--- src/hdl/dqs_pkg.sv ---
package dqs_pkg;

    localparam int DEPTH = 16;
    localparam int IDX_W = (DEPTH > 1) ? $clog2(DEPTH) : 1;
    localparam int CNT_W = $clog2(DEPTH + 1);
    localparam int DATA_W = 32;

    typedef logic [IDX_W-1:0] t_idx;
    typedef logic [CNT_W-1:0] t_cnt;

    typedef enum logic [2:0] {
        CMD_PUSH_FRONT = 3'd0,
        CMD_PUSH_BACK  = 3'd1,
        CMD_POP_FRONT  = 3'd2,
        CMD_POP_BACK   = 3'd3,
        CMD_SEARCH     = 3'd4
    } t_cmd;

    typedef enum logic [1:0] {
        ST_OK        = 2'd0,
        ST_EMPTY     = 2'd1,
        ST_FULL      = 2'd2,
        ST_NOT_FOUND = 2'd3
    } t_status;

    typedef enum logic [2:0] {
        S_IDLE,
        S_EXEC,
        S_READ,
        S_SCAN,
        S_FINISH
    } t_state;

    // Ring slot at an offset from idx; idx < DEPTH and off <= DEPTH.
    function automatic t_idx ring_add(input t_idx idx, input t_cnt off);
        logic [CNT_W:0] s;
        s = (CNT_W+1)'(idx) + (CNT_W+1)'(off);
        if (s >= (CNT_W+1)'(DEPTH)) begin
            s = s - (CNT_W+1)'(DEPTH);
        end
        return s[IDX_W-1:0];
    endfunction

    function automatic t_idx ring_dec(input t_idx idx);
        t_idx r;
        if (idx == '0) begin
            r = IDX_W'(DEPTH - 1);
        end else begin
            r = idx - IDX_W'(1);
        end
        return r;
    endfunction

endpackage

--- src/hdl/deque_with_search_core.sv ---
// Bounded double-ended queue of 32-bit items held in a ring in one
// dual-port RAM (one write, one registered read), with a front index and
// a fill count in flip-flops. One command is taken at a time; each gives
// exactly one result. A push writes one RAM slot (none on a full queue), a pop
// does one RAM read (none on an empty queue), and a search compares k
// entries, where k is none on an empty queue, else 1 to the count: the
// single read port fetches one entry a cycle from the front. Results sit
// in an output register, so the next command is taken while a result is
// still stalled.
module deque_with_search_core (
    input  logic               i_clk,
    input  logic               i_rst_n,
    input  logic               i_in_valid,
    output logic               o_in_stall,
    input  logic [2:0]         i_command,
    input  logic signed [31:0] i_value,
    output logic               o_out_valid,
    input  logic               i_out_stall,
    output logic [1:0]         o_status,
    output logic signed [31:0] o_item_value,
    output logic [3:0]         o_position,
    output logic [4:0]         o_item_count
);
    import dqs_pkg::*;

    t_state              r_state, n_state;
    t_idx                r_front, n_front;
    t_cnt                r_count, n_count;
    logic [2:0]          r_cmd;
    logic [DATA_W-1:0]   r_val;
    t_idx                r_scan, n_scan;
    t_status             r_res_status, n_res_status;
    logic [DATA_W-1:0]   r_res_item, n_res_item;
    t_idx                r_res_pos, n_res_pos;

    logic                r_o_valid;
    logic [1:0]          r_o_status;
    logic [DATA_W-1:0]   r_o_item;
    logic [3:0]          r_o_pos;
    logic [4:0]          r_o_count;

    logic                ram_we;
    t_idx                ram_waddr;
    t_idx                ram_raddr;
    logic [DATA_W-1:0]   ram_rdata;

    logic                accept;
    logic                out_free;
    logic                load_out;
    logic                is_full;
    logic                is_empty;
    t_cnt                scan_next;
    logic [31:0]         pos_ext;
    logic [31:0]         cnt_ext;

    dqs_ram #(
        .WIDTH(DATA_W),
        .DEPTH(DEPTH)
    ) u_ram (
        .i_clk  (i_clk),
        .i_we   (ram_we),
        .i_waddr(ram_waddr),
        .i_wdata(r_val),
        .i_raddr(ram_raddr),
        .o_rdata(ram_rdata)
    );

    assign accept    = i_in_valid && (r_state == S_IDLE);
    assign out_free  = !r_o_valid || !i_out_stall;
    assign load_out  = (r_state == S_FINISH) && out_free;
    assign is_full   = (r_count == CNT_W'(DEPTH));
    assign is_empty  = (r_count == '0);
    assign scan_next = CNT_W'(r_scan) + CNT_W'(1);

    always_comb begin
        n_state      = r_state;
        n_front      = r_front;
        n_count      = r_count;
        n_scan       = r_scan;
        n_res_status = r_res_status;
        n_res_item   = r_res_item;
        n_res_pos    = r_res_pos;
        ram_we       = 1'b0;
        ram_waddr    = r_front;
        ram_raddr    = r_front;
        unique case (r_state)
            S_IDLE: begin
                if (accept) begin
                    n_state      = S_EXEC;
                    n_res_status = ST_OK;
                    n_res_item   = '0;
                    n_res_pos    = '0;
                end
            end
            S_EXEC: begin
                n_state = S_FINISH;
                unique case (r_cmd)
                    CMD_PUSH_FRONT: begin
                        if (is_full) begin
                            n_res_status = ST_FULL;
                        end else begin
                            ram_we    = 1'b1;
                            ram_waddr = ring_dec(r_front);
                            n_front   = ring_dec(r_front);
                            n_count   = r_count + CNT_W'(1);
                        end
                    end
                    CMD_PUSH_BACK: begin
                        if (is_full) begin
                            n_res_status = ST_FULL;
                        end else begin
                            ram_we    = 1'b1;
                            ram_waddr = ring_add(r_front, r_count);
                            n_count   = r_count + CNT_W'(1);
                        end
                    end
                    CMD_POP_FRONT: begin
                        if (is_empty) begin
                            n_res_status = ST_EMPTY;
                        end else begin
                            ram_raddr = r_front;
                            n_front   = ring_add(r_front, CNT_W'(1));
                            n_count   = r_count - CNT_W'(1);
                            n_state   = S_READ;
                        end
                    end
                    CMD_POP_BACK: begin
                        if (is_empty) begin
                            n_res_status = ST_EMPTY;
                        end else begin
                            ram_raddr = ring_add(r_front, r_count - CNT_W'(1));
                            n_count   = r_count - CNT_W'(1);
                            n_state   = S_READ;
                        end
                    end
                    CMD_SEARCH: begin
                        if (is_empty) begin
                            n_res_status = ST_NOT_FOUND;
                        end else begin
                            ram_raddr = r_front;
                            n_scan    = '0;
                            n_state   = S_SCAN;
                        end
                    end
                    default: begin
                    end
                endcase
            end
            S_READ: begin
                n_res_item = ram_rdata;
                n_state    = S_FINISH;
            end
            S_SCAN: begin
                ram_raddr = ring_add(r_front, scan_next);
                if (ram_rdata == r_val) begin
                    n_res_item = r_val;
                    n_res_pos  = r_scan;
                    n_state    = S_FINISH;
                end else if (scan_next == r_count) begin
                    n_res_status = ST_NOT_FOUND;
                    n_state      = S_FINISH;
                end else begin
                    n_scan = scan_next[IDX_W-1:0];
                end
            end
            S_FINISH: begin
                if (out_free) begin
                    n_state = S_IDLE;
                end
            end
            default: begin
                n_state = S_IDLE;
            end
        endcase
    end

    always_ff @(posedge i_clk) begin
        if (!i_rst_n) begin
            r_state   <= S_IDLE;
            r_front   <= '0;
            r_count   <= '0;
            r_o_valid <= 1'b0;
        end else begin
            r_state <= n_state;
            r_front <= n_front;
            r_count <= n_count;
            if (load_out) begin
                r_o_valid <= 1'b1;
            end else if (!i_out_stall) begin
                r_o_valid <= 1'b0;
            end
        end
    end

    assign pos_ext = 32'(r_res_pos);
    assign cnt_ext = 32'(r_count);

    always_ff @(posedge i_clk) begin
        if (accept) begin
            r_cmd <= i_command;
            r_val <= i_value;
        end
        r_scan       <= n_scan;
        r_res_status <= n_res_status;
        r_res_item   <= n_res_item;
        r_res_pos    <= n_res_pos;
        if (load_out) begin
            r_o_status <= r_res_status;
            r_o_item   <= r_res_item;
            r_o_pos    <= pos_ext[3:0];
            r_o_count  <= cnt_ext[4:0];
        end
    end

    assign o_in_stall   = (r_state != S_IDLE);
    assign o_out_valid  = r_o_valid;
    assign o_status     = r_o_status;
    assign o_item_value = r_o_item;
    assign o_position   = r_o_pos;
    assign o_item_count = r_o_count;

endmodule

--- src/hdl/dqs_ram.sv ---
module dqs_ram #(
    parameter int WIDTH = 32,
    parameter int DEPTH = 16
) (
    input  logic                                      i_clk,
    input  logic                                      i_we,
    input  logic [((DEPTH > 1) ? $clog2(DEPTH) : 1)-1:0] i_waddr,
    input  logic [WIDTH-1:0]                          i_wdata,
    input  logic [((DEPTH > 1) ? $clog2(DEPTH) : 1)-1:0] i_raddr,
    output logic [WIDTH-1:0]                          o_rdata
);

    logic [WIDTH-1:0] r_mem [DEPTH];
    logic [WIDTH-1:0] r_rdata;

    always_ff @(posedge i_clk) begin
        if (i_we) begin
            r_mem[i_waddr] <= i_wdata;
        end
        r_rdata <= r_mem[i_raddr];
    end

    assign o_rdata = r_rdata;

endmodule

--- config.mk ---
export PLATFORM = sky130hd
export DESIGN_NAME = deque_with_search_core
export DESIGN_NICKNAME = d
export VERILOG_FILES = /design/src/hdl/dqs_pkg.sv /design/src/hdl/deque_with_search_core.sv /design/src/hdl/dqs_ram.sv
export SDC_FILE = /design/constraint.sdc
export NUM_CORES = 1
export LEC_CHECK = 0
export BUFFER_PORTS_ARGS = -buffer_cell sky130_fd_sc_hd__buf_4
export CORE_UTILIZATION = 60
export DETAILED_ROUTE_END_ITERATION = 6
export MAX_ROUTING_LAYER = met4
export PLACE_DENSITY = 0.76
export SYNTH_ARGS = -nofsm -noshare
export SYNTH_HDL_FRONTEND = slang
export SYNTH_SLANG_ARGS = --single-unit
--- constraint.sdc ---
create_clock -name i_clk -period 8.6 [get_ports i_clk]
set_input_delay 1.29 -clock i_clk [delete_from_list [all_inputs] [get_ports i_clk]]
set_output_delay 1.29 -clock i_clk [all_outputs]
set_load 0.005 [all_outputs]
==> flow_summary.json <==
{
  "outcome": "finished, final reports clean",
  "grt_pass1_vias": 14357,
  "ir_drop_mv": 0.1940,
  "cts.clk_slew.worst_paths_ns": 0.06,
  "synthArstFlopShare": 0,
  "cts-resized-gates": 0,
  "ios": 84,
  "synth-seq-cells": 677,
  "dieHeight_um": 211.6,
  "finalSetupViolCount": 0,
  "synth_edf_count": 632,
  "grtUsageTotal": 0.2787,
  "syn_to_final_growth_pct": 13.13,
  "clockRootBuffer": "clkbuf_16",
  "cp_data_arrival_time_ns": 4.80,
  "avgRoutedWirePerCell_um": 25.51,
  "hold_viol": 0,
  "seqCellArea_um2": 19880,
  "drc": 0,
  "postSynthCellCount": 1613,
  "clk_latency_ns": 0.58,
  "place_congestion": 0.8808,
  "post-route-min-period_ns": 4.336,
  "cts.sinks": 677,
  "crit_required_ns": 9.06,
  "cts_hold_buf": 0,
  "h-tree-depth": 3,
  "firstDrtPassIters": 5,
  "worstPathMaxFanout": 152,
  "max_freq_ghz": 0.2306,
  "antenna_cells": 0,
  "final_cells": 2339,
  "synth_cell_types": 66,
  "p_per_area_nw_per_um2": 241.0,
  "layout_commonest_cell": "edfxtp_1",
  "ys.flop_type": "edfxtp_1",
  "vias_per_cell": 6.388,
  "post_cts_buffers": 0,
  "antenna_found_initial": 0,
  "cts_tree": "built",
  "final_util": 0.6906,
  "seqPwrFrac": 0.540,
  "antenna_left": 0,
  "grt_setup_unrepaired": "no",
  "p_leak_nw": 10.85,
  "synth_nets": 1670,
  "switchingPower_mw": 1.566,
  "clock_power_share": 0.394,
  "avgSynthCellArea_um2": 16.34,
  "hold_class": "flop to flop",
  "routed_wl_um": 59680,
  "setup.worst_path.start_class": "flop",
  "tns_ns": 0,
  "start_util": 0.6105,
  "end_kind": "flop",
  "port_buffers": 83,
  "drive_gt1_frac": 0.1306,
  "clock_path_buffers": 3,
  "drt_iter0_markers": 1683,
  "swShare": 0.2180,
  "drv_cap": 0,
  "most-common-layout-cells": "edfxtp_1, nand2_1, mux2i_1",
  "grt_remaining_overflow": 0,
  "clock_skew_ns": 0.02258,
  "multi_input_area_um2": 6148,
  "dp_hpwl_um": 29920,
  "combPwrFrac": 0.066,
  "cts_buffers": 67,
  "fillers": 2820,
  "design.core.area_um2": 43170,
  "holdWs_ns": 0.4085,
  "max-slew-margin-rel": 0.2401,
  "dp.cells": 2219,
  "synth-warning-count": 0,
  "p_int_mw": 5.620,
  "worstMarginPinSlew_ns": 1.140,
  "yosysSeqAreaShare": 0.7543,
  "fp.dieW_um": 211.6,
  "slew_viol_final": 0,
  "grt_max_degree": 153,
  "via_count": 14942,
  "grt_pass1_wl_um": 87680,
  "critical_path_class": "flop to flop",
  "netlist_area_um2": 26360,
  "fp-row-count": 76,
  "period_share": 0.5042,
  "layout.nets": 1760,
  "dieArea_um2": 44770
}
[per-stage QoR]
stage	total power [mW]	instance area (um2)	worst slack (ns)
after floorplan	4.200	26360	4.541
after global placement	4.399	27670	4.492
after detailed placement	4.413	27670	4.411
after CTS	7.211	29810	4.319
after global routing	7.381	29810	4.048
final	7.186	29810	4.264
[state kept, by name (all words and copies together) (netlist names), 5 cells and up]
| signal | flops |
|---|---|
| u_ram.r_mem | 512 |
| o_item_value | 32 |
| r_res_item | 32 |
| r_val | 32 |
| u_ram.o_rdata | 32 |
| o_item_count | 5 |
| r_count | 5 |
[worst paths after layout]
check                             start                        end  slack (ns)  depth (start not counted)
min reg2reg  r_res_pos[2]$_SDFFCE_PP0P_    o_position[2]$_DFFE_PP_        0.41                          0
max             r_count[0]$_SDFFE_PN0P_  u_ram.o_rdata[15]$_DFF_P_        4.26                          9
min          r_res_pos[2]$_SDFFCE_PP0P_    o_position[2]$_DFFE_PP_        0.41                          0
max reg2reg     r_count[0]$_SDFFE_PN0P_  u_ram.o_rdata[15]$_DFF_P_        4.26                          9
[layer usage]
layer	track usage	vias to the layer above	share of wire
met1	0.3647	7496	0.39
met3	0.04080	116	0.087
met5	-	-	0
li1	-	6538	-
met2	0.4509	792	0.49
met4	0.09595	0	0.027
[power by group through the flow]
stage,logic [mW],registers [mW],clock network [mW]
floorplan,0.298,3.90,0
global placement,0.462,3.94,0
detailed placement,0.468,3.95,0
CTS,0.470,3.88,2.86
global route,0.500,3.89,2.99
finish,0.471,3.88,2.83
[Yosys cell counts, drive strengths merged (15+ instances only)]
| cell | count | area, um2 |
|---|---|---|
| a32oi | 95 | 832.1 |
| edfxtp | 632 | 18980 |
| dfxtp | 45 | 900.9 |
| nand2 | 224 | 840.8 |
| xnor2 | 44 | 385.4 |
| mux2i | 159 | 1592 |
| inv | 16 | 60.06 |
| nor2 | 43 | 161.4 |
| a32o | 32 | 320.3 |
| ha | 15 | 187.7 |
| a221oi | 32 | 280.3 |
| buf | 47 | 285.3 |
| a21oi | 18 | 97.60 |
| clkbuf | 44 | 166.4 |
| a22o | 32 | 280.3 |
[cell families after synthesis]
kind of cell | share of synthesized area
mux | 0.06124
flops | 0.7543
fa+ha+maj | 0.009400
compound gates | 0.08104
xor+xnor | 0.01662
simple gates | 0.05801
buf+inv | 0.01942
[worst max-delay path: stages (launching register included)]
cell and delay (ns):
dfxtp_1 0.48, inv_1 0.16, ha_1 0.28, nor4b_4 0.17
nor4b_1 0.72, or3_4 0.74, buf_12 0.66, mux2i_1 0.37
a32oi_1 0.11, a32o_1 0.26
[final cells by class]
cell class                 count  area share
tap                          585     0.02455
timing repair buffer         112     0.02862
sequential                   677      0.6668
clock inverter                22    0.007890
clock buffer                  98     0.06396
multi-input combinational    829      0.2062
inverter                      16    0.002014
No activity file was read; power rests on OpenSTA's default activity.
